**src/aswt_ram.sv**
```systemverilog
// ---------------------------------------------------------------------------
// aswt_ram
// single port write, single port registered read memory
// ---------------------------------------------------------------------------
module aswt_ram #(
  parameter int unsigned WIDTH = 8,
  parameter int unsigned DEPTH = 16
) (
  input  logic                     clk,
  input  logic                     we,
  input  logic [$clog2(DEPTH)-1:0] waddr,
  input  logic [WIDTH-1:0]         wdata,
  input  logic [$clog2(DEPTH)-1:0] raddr,
  output logic [WIDTH-1:0]         rdata
);

  logic [WIDTH-1:0] mem [DEPTH];

  always_ff @(posedge clk) begin
    if (we) begin
      mem[waddr] <= wdata;
    end
    rdata <= mem[raddr];
  end

endmodule

```
**config.mk**
```make
export PLATFORM = sky130hd
export DESIGN_NAME = aswt_ram
export DESIGN_NICKNAME = d
export VERILOG_FILES = /design/src/aswt_ram.sv
export SDC_FILE = /design/constraint.sdc
export NUM_CORES = 1
export LEC_CHECK = 0
export ABC_AREA = 1
export BUFFER_PORTS_ARGS = -buffer_cell sky130_fd_sc_hd__buf_2
export CAP_MARGIN = 10
export CORE_ASPECT_RATIO = 0.75
export CORE_MARGIN = 5
export CORE_UTILIZATION = 55
export CTS_CLUSTER_DIAMETER = 50
export DETAILED_ROUTE_END_ITERATION = 10
export GPL_TIMING_DRIVEN = 1
export PLACE_DENSITY = 0.74
export SLEW_MARGIN = 10
export SYNTH_ARGS = -nofsm -noshare
export SYNTH_HDL_FRONTEND = slang
export SYNTH_SLANG_ARGS = --single-unit
export TNS_END_PERCENT = 1
```
**constraint.sdc**
```tcl
create_clock -name clk -period 1.4 [get_ports clk]
set_input_delay 0.28 -clock clk [delete_from_list [all_inputs] [get_ports clk]]
set_output_delay 0.28 -clock clk [all_outputs]
set_load 0.01 [all_outputs]
```
# Yosys cells after proc, flatten, opt, wreduce, memory -nomap -nowiden
# Memories as Yosys holds them, arrays and structs flattened. A register that Yosys moved wholly into a read port is not among the register bits.
# Cells that the tools add are included.
# totals
reg_bits	0
ram_bits	128
in_bits	18
out_inout_bits	8
word_cells	3
mem_count	1
# classes
muxes	2
# memory_table
memory	words	word_bits	rd	rd_ports_with_merged_regs	write_ports	line	text
mem	16	8	1	1	1	17	logic [WIDTH-1:0] mem [DEPTH];
# ops
operator	count
1-bit 2-to-1 mux	2

# Depth between registers and ports, before layout
# Gate-level depths: netlist of run 1.
# logic_depth
word_depth	2
depth_mapped	8
depth_no_buf	7

# Worst setup path before layout of run 1
# Ideal clock, no wire load.
# synth_timing
path_kind	in2reg
start	input waddr[2]
end	memory mem[10][0] (enable)
setup_time_ns	0.370
arrival_ns	0.861
required_ns	1.030
slack_ns	0.169
cell_stages	2
path_buffers	0
path_cell_list	nand3b_1 -> nor2_1
# synth_lines
item	line	text
from (decl)	11	input logic [$clog2(DEPTH)-1:0] waddr,
to (decl)	17	
# Straight into the memory's write port.

# Final worst setup path of run 1
# layout_timing
start	register rdata[3] (read register of mem)
end	output rdata[3]
# layout_lines
item	line	text
from (decl)	14	output logic [WIDTH-1:0] rdata
# No word-level cell between the ends.

==> impl_metrics.py, run 1 <==
metrics = {
    "timing": {
        "maxSlewHeadroom": 0.774,
        "finClkSkew_ps": 11.3,
        "slew_viol_final": 0,
        "min_period_ps": 1250,
        "tightest_slew_ps": 338,
        "post-route-period-util": 0.896,
        "finalWorstSetupSlack_ps": 146,
        "setup_violations": 0,
        "rsz0062_at_grt": "false",
        "clock.fmax_mhz": 798,
        "setup_tns_ps": 0,
        "hold_violations": 0,
    },
    "outcome": {
        "status": "finished clean",
    },
    "cells_and_area": {
        "fillers": 814,
        "layout.nets": 616,
        "drive_gt1_frac": 0.126,
        "antenna_cells": 0,
        "layout_common_cells": "nand2_1, edfxtp_1, inv_1",
        "multi_input_area_sq_um": 1210,
        "area_growth_syn_to_layout_pct": 16.1,
        "final_common_cell": "nand2_1",
        "ff_latch_area_sq_um": 4000,
        "final_area_sq_um": 6700,
        "post-route-util": 0.653,
    },
    "place": {
        "dpl-instance-area_sq_um": 6150,
        "routabilityCongestion": 0.872,
        "pre_cts_ws_ps": 60.3,
        "place.port_buffers": 25,
        "dp_hpwl_um": 7990,
    },
    "critical_path": {
        "startpoint_type": "flop",
        "cp_data_arrival_time_ps": 970,
        "worst-path-buf-inv": 1,
        "path_class": "flop to output port",
        "cp_max_fo": 1,
        "end_kind": "output port",
        "critPathCapture": "rdata[3]",
        "rr_endpoint": "rdata[4]",
        "critical_path.top_delay_family": "flip-flops",
        "cp_cell_sequence": "buf_2",
        "r2r_slack_ps": 430,
        "r2r_cells": 6,
        "cpMaxStageDelayCell": "dfxtp_1",
        "timing.rr.start": "mem[2][4]",
        "max_stage_delay_ps": 390,
        "critPathLaunch": "rdata[3]",
        "required_ps": 1120,
        "cp_num_cells": 1,
    },
    "clock_network": {
        "numCtsBuffers": 17,
        "ctsHoldBuffers": 0,
        "cts.repair.resized": 0,
        "cts_buffer_depth": 2,
        "clk_latency_ps": 420,
        "cts.sinks": 136,
        "cts_root_buf": "clkbuf_16",
        "cts_tree": "done",
        "ctsHtreeMaxLevel": 4,
        "clk_pin_slew_ps": 50,
        "post_cts_buffers": 0,
    },
    "drt": {
        "drcViolationCount": 0,
        "wl_per_cell_um": 17.1,
        "via_per_inst": 5.25,
        "dr.pass1.iters": 6,
        "drtIter0Drc": 525,
        "vias": 3920,
        "antenna_left": 0,
        "drt-total-wl_um": 12800,
    },
    "run": {
        "maxCapViolCount": 0,
    },
    "worst_hold_path": {
        "hp-class": "input pin to flop",
    },
    "pwr": {
        "irDropWorstVdd_uv": 1030,
        "leakage_uw": 0.00294,
        "p_per_area_nw_per_um2": 1390,
        "power_uw": 9340,
    },
    "synthesis": {
        "syn_area_sq_um": 5770,
        "yosysWarnings": 0,
        "synth_fp_nets": 569,
        "synth-seq-cells": 136,
        "ys_seq_area_frac": 0.694,
        "syn_inst": 551,
        "avgSynthCellArea_sq_um": 10.5,
        "synth.distinct_cells": 12,
    },
    "floorplan": {
        "floorplan.rows": 32,
        "die_w_um": 128,
        "initial_utilization": 0.563,
        "ioPinCount": 26,
        "dieArea_sq_um": 12700,
        "die_h_um": 98.7,
        "core_area_sq_um": 10200,
    },
    "grt": {
        "grt_max_degree": 65,
        "overflow": 0,
        "antenna_found_initial": 0,
        "grt_pass1_vias": 3778,
        "grt_pass1_wl_um": 20300,
        "grt.total_usage": 0.216,
    },
}
## state kept, by name, summed over array words and instances (netlist names)
name / flops
mem: 128
rdata: 8
## metal layers
metal	up-vias	routed length (um)	track usage
li1	1867	-	-
met1	1863	5680	0.306
met2	166	5990	0.318
met3	24	850	0.0585
met4	0	237	0.0881
met5	-	0	0
## through the flow
stage / std cells / hold slack, ps
3_5_place_dp: 715 / 628
2_1_floorplan: 551 / 379
4_1_cts: 747 / 209
6_report: 747 / 235
5_1_grt: 747 / 236
3_3_place_gp: 715 / 626
## report_power, final
part	switching [uW]	internal (uW)	total (uW)
sequential	40.4	4560	4600
combinational	380	181	561
clock	1520	2660	4180
## cell families (layout without fill, tap and decap cells)
| family | after synthesis | after routing | synth area share |
|---|---|---|---|
| flops | 136 | 136 | 0.694 |
| buf+inv | 126 | 186 | 0.0952 |
| simple gates | 289 | 289 | 0.210 |
## tightest hold or removal path: stages
cell and delay, ps:
buf_2 170, nand3_1 100, nand2_1 40
## worst min path at each step
stage	slack, ps	startpoint	depth (start not counted)	end
floorplan	380	wdata[0]	0	mem[0][0]
global placement	630	mem[14][4]	6	rdata[4]
detailed placement	630	mem[14][4]	6	rdata[4]
CTS	210	raddr[3]	3	rdata[4]
global route	240	raddr[3]	3	rdata[1]
finish	240	raddr[3]	3	rdata[4]
## layout make-up
type | count | share of cell area
Sequential cell | 136 | 0.598
Clock inverter | 5 | 0.0112
Clock buffer | 27 | 0.0706
Multi-Input combinational cell | 289 | 0.181
Timing Repair Buffer | 52 | 0.0564
Tap cell | 136 | 0.0254
Inverter | 102 | 0.0572
## Yosys cell counts, drive strengths merged
master,instances,share of area
buf,24,0.029
dfxtp,8,0.028
edfxtp,128,0.67
inv,102,0.066
nand2,173,0.11
nand3,97,0.084
nand3b,2,0.0026
nor2,17,0.011
No activity file was read; power rests on OpenSTA's default activity.
==> inputs of run 2 (changes only) <==
--- a/config.mk
+++ b/config.mk
@@ -14,7 +14,7 @@
 export CTS_CLUSTER_DIAMETER = 50
 export DETAILED_ROUTE_END_ITERATION = 10
 export GPL_TIMING_DRIVEN = 1
-export PLACE_DENSITY = 0.74
+export PLACE_DENSITY_LB_ADDON = 0.3
 export SLEW_MARGIN = 10
 export SYNTH_ARGS = -nofsm -noshare
 export SYNTH_HDL_FRONTEND = slang
==> run 2 against run 1 <==
Against the previous run:
- global-route usage rose by 0.85 points
- die area unchanged
- critical endpoint is now rdata[5]
- highest routed layer unchanged
- cell area increased by 0.37%
- first-iteration DRC count decreased by 23%
- count of clock-buffer cells in the layout is 4 lower
- clock skew is 2.6 ps lower
- cell count decreased by 0.54%
- utilization is 0.24 points higher
- via count increased by 0.13%
- sequential power barely moved
==> impl_metrics.py, run 2 (synthesis gave the netlist of run 1 again) <==
metrics = {
    "timing": {
        "hold_violations": 0,
        "setup_tns_ps": 0,
        "min_period_ps": 1230,
        "clock.fmax_mhz": 816,
        "setup_violations": 0,
        "finClkSkew_ps": 8.74,
        "rsz0062_at_grt": "false",
        "tightest_slew_ps": 393,
        "maxSlewHeadroom": 0.738,
        "post-route-period-util": 0.875,
        "slew_viol_final": 0,
    },
    "cells_and_area": {
        "largest-register": "mem",
        "final_common_cell": "nand2_1",
        "largest_reg_flops": 128,
        "layout.nets": 613,
        "ff_latch_area_sq_um": 4000,
        "multi_input_area_sq_um": 1210,
        "fillers": 801,
        "antenna_cells": 0,
        "drive_gt1_frac": 0.132,
        "layout_common_cells": "nand2_1, edfxtp_1, inv_1",
        "area_growth_syn_to_layout_pct": 16.6,
        "post-route-util": 0.656,
        "top_regs": "mem x128, rdata x8",
    },
    "critical_path": {
        "cp_max_fo": 1,
        "path_class": "flop to output port",
        "cp_num_cells": 1,
        "cp_cell_sequence": "buf_2",
        "critical_path.top_delay_family": "flip-flops",
        "rr_endpoint": "rdata[5]",
        "critPathLaunch": "rdata[5]",
        "startpoint_type": "flop",
        "cp_data_arrival_time_ps": 950,
        "timing.rr.start": "mem[5][5]",
        "r2r_slack_ps": 370,
        "end_kind": "output port",
        "worst-path-buf-inv": 1,
        "max_stage_delay_ps": 380,
        "required_ps": 1120,
        "r2r_cells": 6,
        "critPathCapture": "rdata[5]",
        "cpMaxStageDelayCell": "dfxtp_1",
    },
    "drt": {
        "drt-total-wl_um": 13300,
        "vias": 3925,
        "wl_per_cell_um": 17.9,
        "antenna_left": 0,
        "drcViolationCount": 0,
        "dr.pass1.iters": 5,
        "drtIter0Drc": 402,
        "via_per_inst": 5.28,
    },
    "clock_network": {
        "clk_latency_ps": 410,
        "cts.repair.resized": 0,
        "clk_pin_slew_ps": 50,
        "cts_tree": "done",
        "cts_root_buf": "clkbuf_16",
        "cts_buffer_depth": 2,
        "post_cts_buffers": 0,
        "ctsHtreeMaxLevel": 4,
        "numCtsBuffers": 17,
        "cts.sinks": 136,
        "ctsHoldBuffers": 0,
    },
    "grt": {
        "antenna_found_initial": 0,
        "grt.total_usage": 0.224,
        "grt_max_degree": 65,
        "grt_pass1_vias": 3882,
        "overflow": 0,
        "grt_pass1_wl_um": 20800,
    },
    "pwr": {
        "combPwrFrac": 0.061,
        "irDropWorstVdd_uv": 1250,
        "leakage_uw": 0.00295,
        "p_clk_frac": 0.457,
        "p_switching_uw": 2010,
        "internal_power_uw": 7520,
        "swShare": 0.211,
        "p_per_area_nw_per_um2": 1420,
        "p_seq_frac": 0.482,
    },
    "run": {
        "maxCapViolCount": 0,
    },
    "outcome": {
        "status": "finished clean",
    },
    "place": {
        "dp_hpwl_um": 8170,
        "place.port_buffers": 25,
        "routabilityCongestion": 0.806,
    },
    "floorplan": {
        "initial_utilization": 0.563,
        "die_h_um": 98.7,
        "ioPinCount": 26,
        "dieArea_sq_um": 12700,
        "floorplan.rows": 32,
        "die_w_um": 128,
        "core_area_sq_um": 10200,
    },
    "worst_hold_path": {
        "hp-class": "input pin to flop",
    },
}
[run 2: changes by cell type in the layout (fill, tap and decap cells not counted), sizes merged]
cell      previous run  this run
clkinv               3         4
clkbuf              27        23
buf                 52        49
clkinvlp             0         2
[run 2: worst min path at each step]
stage                   from         to  slack [ps]  depth (start not counted)
floorplan           wdata[0]  mem[0][0]         380                          0
global placement    raddr[3]   rdata[1]         650                          3
detailed placement  raddr[3]   rdata[5]         660                          3
CTS                 raddr[3]   rdata[5]         230                          3
global route        raddr[3]   rdata[5]         240                          3
finish              raddr[3]   rdata[5]         240                          3
[run 2: per-layer routing]
metal,up-vias,GRT usage,share of wire,wire (um)
li1,1863,-,-,-
met5,-,0,0,0
met4,0,0.0848,0.017,227
met2,178,0.316,0.45,6010
met3,19,0.0910,0.11,1440
met1,1865,0.314,0.42,5630
[run 2: final cells by class]
class / count / area share
clock inverter: 8 / 0.0141
sequential: 136 / 0.596
inverter: 102 / 0.0570
multi-input combinational: 289 / 0.181
timing repair buffer: 49 / 0.0547
clock buffer: 23 / 0.0726
tap: 136 / 0.0253
[run 2: power by group through the flow]
stage | clock (uW) | sequential, uW | combinational [uW]
final | 4360 | 4590 | 580
after global routing | 4580 | 4600 | 644
after CTS | 4400 | 4590 | 581
after detailed placement | 0 | 4680 | 572
after global placement | 0 | 4670 | 557
after floorplan | 0 | 4670 | 321
[run 2: through the flow]
step / cell area (sq um) / instances / power [uW] / worst slack (ps) / hold WS (ps)
4_1_cts: 6720 / 743 / 9570 / 155 / 228
3_5_place_dp: 6140 / 712 / 5250 / 42.1 / 662
5_1_grt: 6720 / 743 / 9820 / 85.9 / 243
6_report: 6720 / 743 / 9530 / 175 / 245
2_1_floorplan: 5770 / 551 / 4990 / 169 / 379
3_3_place_gp: 6140 / 712 / 5230 / 38.6 / 651
[run 2: tightest hold or removal path, stage by stage]
cell and delay [ps]:
buf_2 180, nand3_1 100, nand2_1 40
